<file path="src/rtl/bmw_pkg.sv">
// Shared types and constants for the binary morphology window block.
package bmw_pkg;

  localparam int ADDR_W = 4;
  localparam int DATA_W = 32;

  // Register map, one word per register.
  typedef enum logic [1:0] {
    REG_MODE        = 2'd0,
    REG_SE_HEIGHT   = 2'd1,
    REG_SE_WIDTH    = 2'd2,
    REG_IMAGE_WIDTH = 2'd3
  } bmw_reg_t;

  typedef struct packed {
    logic        mode;
    logic [3:0]  se_height;
    logic [3:0]  se_width;
    logic [10:0] image_width;
  } bmw_cfg_t;

  localparam logic        RST_MODE        = 1'b0;
  localparam logic [3:0]  RST_SE_HEIGHT   = 4'd3;
  localparam logic [3:0]  RST_SE_WIDTH    = 4'd3;
  localparam logic [10:0] RST_IMAGE_WIDTH = 11'd1024;

endpackage

</file>
<file path="src/rtl/bmw_cfg.sv">
// APB-style configuration registers for the binary morphology window block.
module bmw_cfg (
  input  logic                        clk,
  input  logic                        rst_n,
  input  logic                        psel,
  input  logic                        penable,
  input  logic                        pwrite,
  input  logic [bmw_pkg::ADDR_W-1:0]  paddr,
  input  logic [bmw_pkg::DATA_W-1:0]  pwdata,
  output logic [bmw_pkg::DATA_W-1:0]  prdata,
  output logic                        pready,
  output bmw_pkg::bmw_cfg_t           cfg
);

  bmw_pkg::bmw_cfg_t cfg_r;
  bmw_pkg::bmw_reg_t reg_sel;
  logic              wr_en;

  assign reg_sel = bmw_pkg::bmw_reg_t'(paddr[3:2]);
  assign wr_en   = psel && penable && pwrite && pready;
  assign pready  = 1'b1;
  assign cfg     = cfg_r;

  always_ff @(posedge clk) begin
    if (!rst_n) begin
      cfg_r.mode        <= bmw_pkg::RST_MODE;
      cfg_r.se_height   <= bmw_pkg::RST_SE_HEIGHT;
      cfg_r.se_width    <= bmw_pkg::RST_SE_WIDTH;
      cfg_r.image_width <= bmw_pkg::RST_IMAGE_WIDTH;
    end else if (wr_en) begin
      case (reg_sel)
        bmw_pkg::REG_MODE:        cfg_r.mode        <= pwdata[0];
        bmw_pkg::REG_SE_HEIGHT:   cfg_r.se_height   <= pwdata[3:0];
        bmw_pkg::REG_SE_WIDTH:    cfg_r.se_width    <= pwdata[3:0];
        bmw_pkg::REG_IMAGE_WIDTH: cfg_r.image_width <= pwdata[10:0];
        default: ;
      endcase
    end
  end

  always_comb begin
    prdata = '0;
    case (reg_sel)
      bmw_pkg::REG_MODE:        prdata = bmw_pkg::DATA_W'(cfg_r.mode);
      bmw_pkg::REG_SE_HEIGHT:   prdata = bmw_pkg::DATA_W'(cfg_r.se_height);
      bmw_pkg::REG_SE_WIDTH:    prdata = bmw_pkg::DATA_W'(cfg_r.se_width);
      bmw_pkg::REG_IMAGE_WIDTH: prdata = bmw_pkg::DATA_W'(cfg_r.image_width);
      default:                  prdata = '0;
    endcase
  end

endmodule

</file>
<file path="config.mk">
export PLATFORM = sky130hd
export DESIGN_NAME = bmw_cfg
export DESIGN_NICKNAME = d
export VERILOG_FILES = /design/src/rtl/bmw_pkg.sv /design/src/rtl/bmw_cfg.sv
export SDC_FILE = /design/constraint.sdc
export NUM_CORES = 1
export LEC_CHECK = 0
export BUFFER_PORTS_ARGS = -buffer_cell sky130_fd_sc_hd__buf_2
export CORE_MARGIN = 2
export CORE_UTILIZATION = 31
export CTS_CLUSTER_SIZE = 12
export DETAILED_ROUTE_END_ITERATION = 10
export PLACE_DENSITY = 0.72
export REMOVE_ABC_BUFFERS = 1
export SYNTH_ARGS = -nofsm -noshare
export SYNTH_HDL_FRONTEND = slang
export SYNTH_SLANG_ARGS = --single-unit
</file>
<file path="constraint.sdc">
create_clock -name clk -period 2.1 [get_ports clk]
set_input_delay 0.42 -clock clk [delete_from_list [all_inputs] [get_ports clk]]
set_output_delay 0.42 -clock clk [all_outputs]
set_load 0.05 [all_outputs]
</file>
== Word level (Yosys, flattened, before mapping) ==
Cells that the tools add are included.

* Register bits after elaboration: 20
* Input bits: 41
* Output and inout bits: 53
* Logic and storage cells: 15

* Eq/ne operators: 3
* Multiplexer cells: 1
* Reduce and logical (&&, ||, !) cells: 7

{| class="wikitable"
|+ Operator list
! cell !! number
|-
| $pmux W32 S4 || 1
|-
| $reduce_and A2 Y1 || 4
|-
| $eq A2 B2 Y1 const B || 2
|-
| $eq A2 B1 Y1 const B || 1
|-
| $logic_and A1 B1 Y1 || 2
|-
| $logic_not A2 Y1 || 1
|}

== Depth between registers and ports, before layout ==
Gate-level depths: netlist of run 1.

* Depth in word-level cells: 3
* Depth in mapped cells: 4

== Worst setup path before layout of run 1 ==
No wires, ideal clock.

* Path kind: in2out
* Start point: in paddr[2] (netlist name)
* End point: out prdata[1] (netlist name)
* Data arrival time: 1438 ps
* Required time: 1680 ps
* Path slack: 242 ps
* Stages on the path: 4
* Buffers on the path: 2
* Cells stage by stage: buf_4 > clkbuf_1 > nor2b_1 > a22o_1

* Word-level cells in the longest chain between the ends: 2

{| class="wikitable"
|+ Ends and longest elaborated chain
! what !! RTL line !! text
|-
| start, declared || bmw_cfg.sv:8 || <nowiki>input logic [bmw_pkg::ADDR_W-1:0] paddr,</nowiki>
|-
| $eq A2 B2 Y1, or another cell as far along || bmw_cfg.sv:43 || <nowiki>case (reg_sel)</nowiki>
|-
| $pmux W32 S4 * || bmw_cfg.sv:43 ||
|-
| end, declared || bmw_cfg.sv:10 || <nowiki>output logic [bmw_pkg::DATA_W-1:0] prdata,</nowiki>
|}

Mark *: on every way between the ends. The rest lies on a longest branch, timed or not. The select of a mux whose other input is x is not followed.

== Worst setup path after layout of run 1 ==
* Start point: in paddr[2] (netlist name)
* End point: out prdata[2] (netlist name)

The elaborated chain is that of the path after synthesis.

==> reports/metrics.csv, run 1 <==
metric,value,unit
status,"finished, final reports clean",
Buf/Inv on CP,2,
element type at the critical path start,input pin,
Max clock buf depth,2,
GPL Wtd Cong,0.7049,
clk_lat worst skew,0.25,ns
power per cell area,645.1,nW/um2
Post-CTS Setup Inserts,0,
Sw Pwr,294.1,uW
Area Overhead vs Synth,19.45,%
most frequent cells in the layout,"buf_2, nand2_1, conb_1",
final wirelength,2361,um
Filler Cells Inserted,390,
GRT Overall Usage,11.50,%
via/cell ratio,4.340,
via count,933,
CTS Buf Count,3,
Post-CTS Resized,0,
max reg flops,20,
switching share of power,33.34,%
H-tree depth,1,
share of cells above drive strength 1,35.33,%
RSZ-0062 raised after global routing,false,
first-pass GRT wire length,3829,um
R2R Setup Slk,1.44,ns
leading area contributor after synthesis,dfxtp_1,
Max Freq,527.5,MHz
TNS Setup,0,ns
CTS sink cnt,20,
power share of the sequential group,43.9,%
CP endpoint kind,output port,
mean area per synthesized cell,9.159,um2
worst-path fanout max,17,
Min-Delay Endpoint,cfg[8],
top-area cell type share of the netlist area,34.97,%
clk slew on worst S/H paths,0.07,ns
Pint,588.1,uW
max_cap viols,0,
hold path startpoint,pwdata[8],
max-slew violations,0,
CP Class,input pin to output port,
port bufs,48,
CP arrival,1.48,ns
"Seq/Total Area, Yosys",34.97,%
remaining global-route overflow,0,
"Critical Path, Cell by Cell","buf_2, mux2_2, a22o_1, buf_2",
synth unique cells,22,
CP dominant cell by count,buf_2,
"Req. time, crit path",1.68,ns
area of the die,4195,um2
clock tree from TritonCTS,built,
Crit path max-delay family,buffers and inverters,
CTS Hold Bufs,0,
ranking of synthesized cells by area,"dfxtp_1, mux2i_1, buf_4, nand2_1, and3_1",
Ports,94,
synthesized area,1145,um2
Final nets,209,
post-DP HPWL,1727,um
synth warn,0,
"slowest stage delay, CP",0.38,ns
hold path cells,3,
Core ar.,3606,um2
Die Width,64.77,um
worst r2r dst,cfg[10],
combinational power share,23.1,%
min cycle time layout,1.896,ns
Final Util,37.93,%
Die H,64.77,um
pin count of the biggest net entering global routing,33,
Critical R2R Launch,cfg[10],
root buf cell,clkbuf_8,
slowest cell on the critical path,mux2_2,
Finish-stage setup viols,0,
"Hold Vio Cnt, Final",0,
n_diodes,0,
post-synthesis instance total,125,
initial antenna violation count,0,
1st-iter DRT viols,32,
"most common cell after layout, fill and taps aside",buf_2,
period utilization,90.27,%
starting density of the core,31.75,%
Worst Hold Class,input pin to flop,
drt drc,0,
P_leak,0.0006867,uW
worst vdd ir,0.2409,mV
Reg2Reg Depth,2,
vias in the first global route,833,
num rows,22,
flip-flop and latch count after synthesis,20,
wire per inst,10.98,um
Pre-antenna DRT Iters,4,
Clock power frac,33.0,%
Final Skew,0,ns
ANT nets after route,0,
-- worst max-delay path by stage --
stage | start | endpoint | slack, ns | cells past startpoint
2_1_floorplan | cfg[12] | prdata[1] | 0.39 | 2
3_5_place_dp | paddr[2] | prdata[2] | 0.19 | 4
3_3_place_gp | paddr[2] | prdata[3] | 0.19 | 4
6_report | paddr[2] | prdata[2] | 0.20 | 4
5_1_grt | paddr[2] | prdata[3] | 0.14 | 4
4_1_cts | paddr[2] | prdata[2] | 0.18 | 4
-- synth_stat cells --
cell type	instances
buf_1	1
buf_2	1
mux4_2	1
buf_4	23
clkbuf_1	4
o41ai_1	1
nor3b_2	1
nor2_4	1
o311ai_0	2
and3_1	7
o21ai_0	1
mux2_2	3
nand3_4	1
buf_6	1
nor2b_1	7
dfxtp_1	20
inv_1	1
mux2i_1	18
or3b_1	1
a22o_1	3
nand2_1	25
conb_1	2
-- tightest hold or removal path, stage by stage --
cell,delay [ns]
buf_2,0.09
nand2_1,0.04
mux2i_1,0.05
-- area by class of cell --
| class | instances | area, um2 | area share, % |
|---|---|---|---|
| multi-input cells | 94 | 608.1 | 44.46 |
| well taps | 48 | 60.06 | 4.392 |
| inverters | 1 | 3.754 | 0.2745 |
| repair buffers | 48 | 240.2 | 17.57 |
| clock buffers | 4 | 55.05 | 4.026 |
| flip-flops and latches | 20 | 400.4 | 29.28 |
-- through the flow --
| stage | hold WS [ns] | instance area [um2] | instances | setup slack (ns) | total power (uW) |
|---|---|---|---|---|---|
| floorplan | 0.5113 | 1012 | 115 | 0.3933 | 551.2 |
| detailed placement | 0.4589 | 1313 | 211 | 0.1874 | 601.1 |
| global route | 0.3978 | 1368 | 215 | 0.1392 | 925.8 |
| global placement | 0.4556 | 1313 | 211 | 0.1942 | 600.6 |
| finish | 0.4032 | 1368 | 215 | 0.2043 | 882.2 |
| CTS | 0.3970 | 1368 | 215 | 0.1849 | 893.6 |
-- power groups by stage --
stage	clock network, uW	registers [uW]	logic [uW]
finish	291	388	204
global route	321	388	217
CTS	301	387	205
detailed placement	0	396	205
global placement	0	396	204
floorplan	0	414	137
-- routing by layer --
metal	part of all wire [%]	wire [um]	vias to the layer above	track usage, %
li1	-	-	463	-
met4	0.51	12	0	3.191
met2	50	1170	36	19.59
met1	43	1006	432	14.61
met5	0	0	-	0
met3	7.3	172	2	2.431
-- cells by family after synthesis --
| family | after synthesis | share of synthesized area, % |
|---|---|---|
| simple gates | 43 | 20.22 |
| other cells | 2 | 0.6560 |
| mux | 22 | 20.66 |
| compound gates | 7 | 5.028 |
| buf+inv | 31 | 18.47 |
| flops | 20 | 34.97 |
No activity file was read; power rests on OpenSTA's default activity.
==> run 2: changes to the inputs <==
Settings changed: ABC_AREA set to 1.
==> run 2 against run 1 <==
Total power increased by 4.6%. Fmax increased by 2.8%. Die area increased by 0.31%. Cell count increased by 30%. Worst setup slack improved by 0.052 ns. Critical endpoint is now prdata[1].
==> reports/metrics.csv, run 2 <==
metric,value,unit,change
Area Overhead vs Synth,23.09,%,
via count,1140,,+22%
via/cell ratio,4.071,,-6.2%
worst-path fanout max,5,,-12
drt drc,0,,unchanged
min cycle time layout,1.844,ns,-0.05215 ns
wire per inst,9.561,um,-13%
CTS Buf Count,3,,unchanged
GPL Wtd Cong,0.7178,,+1.8%
P_leak,0.0007861,uW,+14%
Max clock buf depth,2,,unchanged
worst vdd ir,0.2669,mV,+11%
multi-input logic area,549.3,um2,-9.7%
"slowest stage delay, CP",0.26,ns,-0.12 ns
"Seq/Total Area, Yosys",34.86,%,-0.11 points
FF+latch area,400.4,um2,unchanged
highest routed layer,met4,,
"Critical Path, Cell by Cell","buf_2, inv_1, nor2_1, buf_4, nand2_1, nand3_1, buf_2",,
GRT Overall Usage,13.23,%,+1.7 points
clock tree from TritonCTS,built,,
Pre-antenna DRT Iters,4,,unchanged
root buf cell,clkbuf_8,,
initial antenna violation count,0,,unchanged
Filler Cells Inserted,412,,+5.6%
port bufs,48,,unchanged
ranking of synthesized cells by area,"dfxtp_1, buf_4, nand2_1, nor2_1, nand3_1",,
M1 wire length,1173,um,+17%
Die H,64.87,um,+0.15%
CTS Hold Bufs,0,,unchanged
area of the die,4208,um2,+0.31%
clk_lat worst skew,0.25,ns,about the same
"most common cell after layout, fill and taps aside",buf_2,,
TNS Setup,0,ns,unchanged
Main synth FF type,dfxtp_1,,
final wirelength,2677,um,+13%
CP Class,input pin to output port,,
most frequent cells in the layout,"buf_2, nand2_1, nor2_1",,
CP endpoint kind,output port,,
max_cap viols,0,,unchanged
"Req. time, crit path",1.68,ns,about the same
vias in the first global route,943,,+13%
routed wl met2,1270,um,+8.5%
synth unique cells,14,,-36%
remaining global-route overflow,0,,unchanged
mean area per synthesized cell,6.277,um2,-31%
H-tree depth,1,,unchanged
CP arrival,1.42,ns,-0.06 ns
Ports,94,,unchanged
Final Skew,0,ns,unchanged
synth warn,0,,unchanged
n_diodes,0,,unchanged
flip-flop and latch count after synthesis,20,,unchanged
Post-synth top cells,"nand2_1, nor2_1, buf_4",,
top-area cell type share of the netlist area,34.86,%,-0.11 points
leading area contributor after synthesis,dfxtp_1,,
slowest cell on the critical path,buf_2,,
status,"finished, final reports clean",,
Core ar.,3606,um2,unchanged
Max Freq,542.4,MHz,+2.8%
CTS sink cnt,20,,unchanged
period utilization,87.79,%,-2.5 points
Post-CTS Setup Inserts,0,,unchanged
Die Width,64.87,um,+0.15%
share of cells above drive strength 1,25.86,%,-9.5 points
max reg flops,20,,unchanged
CP dominant cell by count,buf_2,,
power per cell area,652.6,nW/um2,+1.2%
Final nets,274,,+31%
R2R Setup Slk,1.50,ns,+0.06 ns
element type at the critical path start,input pin,,
1st-iter DRT viols,30,,-6.3%
first-pass GRT wire length,4312,um,+13%
clk slew on worst S/H paths,0.07,ns,about the same
synthesized area,1149,um2,+0.33%
share of flip-flops with an asynchronous set or reset,0,%,unchanged
num rows,22,,unchanged
post-DP HPWL,2055,um,+19%
WL met3,217,um,+26%
ANT nets after route,0,,unchanged
Finish-stage setup viols,0,,unchanged
post-synthesis instance total,183,,+46%
RSZ-0062 raised after global routing,false,,
Hold Slack,0.3811,ns,-0.02208 ns
number of synthesized flops with an enable pin,0,,unchanged
max-slew violations,0,,unchanged
pin count of the biggest net entering global routing,21,,-36%
"count leader, synth",nand2_1,,
starting density of the core,31.85,%,+0.10 points
Worst Hold Class,input pin to flop,,
"Hold Vio Cnt, Final",0,,unchanged
Post-CTS Resized,0,,unchanged
-- run 2: changes by cell type after synthesis, moves of 3 or more --
cell,delta
a22o_1,-3
and3_1,-7
inv_1,+19
mux2_2,-3
mux2i_1,-18
nand2_1,+17
nand3_1,+24
nor2_1,+41
nor2b_1,-7
-- run 2: cell type report --
type,count,area share [%]
Clock buffer,4,3.894
Inverter,21,5.575
Multi-Input combinational cell,135,38.85
Sequential cell,20,28.32
Tap cell,48,4.248
Timing Repair Buffer,52,19.11
-- run 2: path summary, 6_finish.rpt --
kind              startpoint   endpoint  cells past startpoint
hold / removal    pwdata[10]    cfg[10]                      3
setup / recovery    paddr[2]  prdata[1]                      7
setup reg to reg     cfg[19]    cfg[19]                      2
hold reg to reg      cfg[16]    cfg[16]                      2
-- run 2: power breakdown --
part / leakage, uW / total [uW] / switching [uW] / internal [uW]
registers: 0.000162 / 393 / 5.60 / 387
clock network: 0.0000288 / 292 / 126 / 167
logic: 0.000595 / 237 / 195 / 42.7
total: 0.000786 / 923 / 326 / 597
-- run 2: cell families after synthesis --
family,count (synthesis),synth area share (%)
compound gates,2,0.8706
buf+inv,48,23.86
flops,20,34.86
other cells,2,0.6538
simple gates,111,39.76
-- run 2: worst max-delay path: cells and delay by family --
| family | cells | cell delay [ns] |
|---|---|---|
| and+or+nand+nor | 3 | 0.36 |
| buffers and inverters | 4 | 0.64 |
-- run 2: per-layer routing --
metal	vias up	GRT usage (%)
li1	605	-
met1	494	16.21
met2	39	22.29
met3	2	3.299
met4	0	4.787
met5	-	0
-- run 2: through the flow --
| stage | util (%) | cells | area (um2) | power [uW] | worst slack [ns] |
|---|---|---|---|---|---|
| 2_1_floorplan | - | 176 | 1028 | 584.3 | 0.3008 |
| 3_3_place_gp | 37.68 | 276 | 1359 | 638.8 | 0.2815 |
| 3_5_place_dp | 37.68 | 276 | 1359 | 639.8 | 0.2722 |
| 4_1_cts | 39.21 | 280 | 1414 | 936.9 | 0.2717 |
| 5_1_grt | 39.21 | 280 | 1414 | 974.5 | 0.1631 |
| 6_report | 39.21 | 280 | 1414 | 922.7 | 0.2564 |
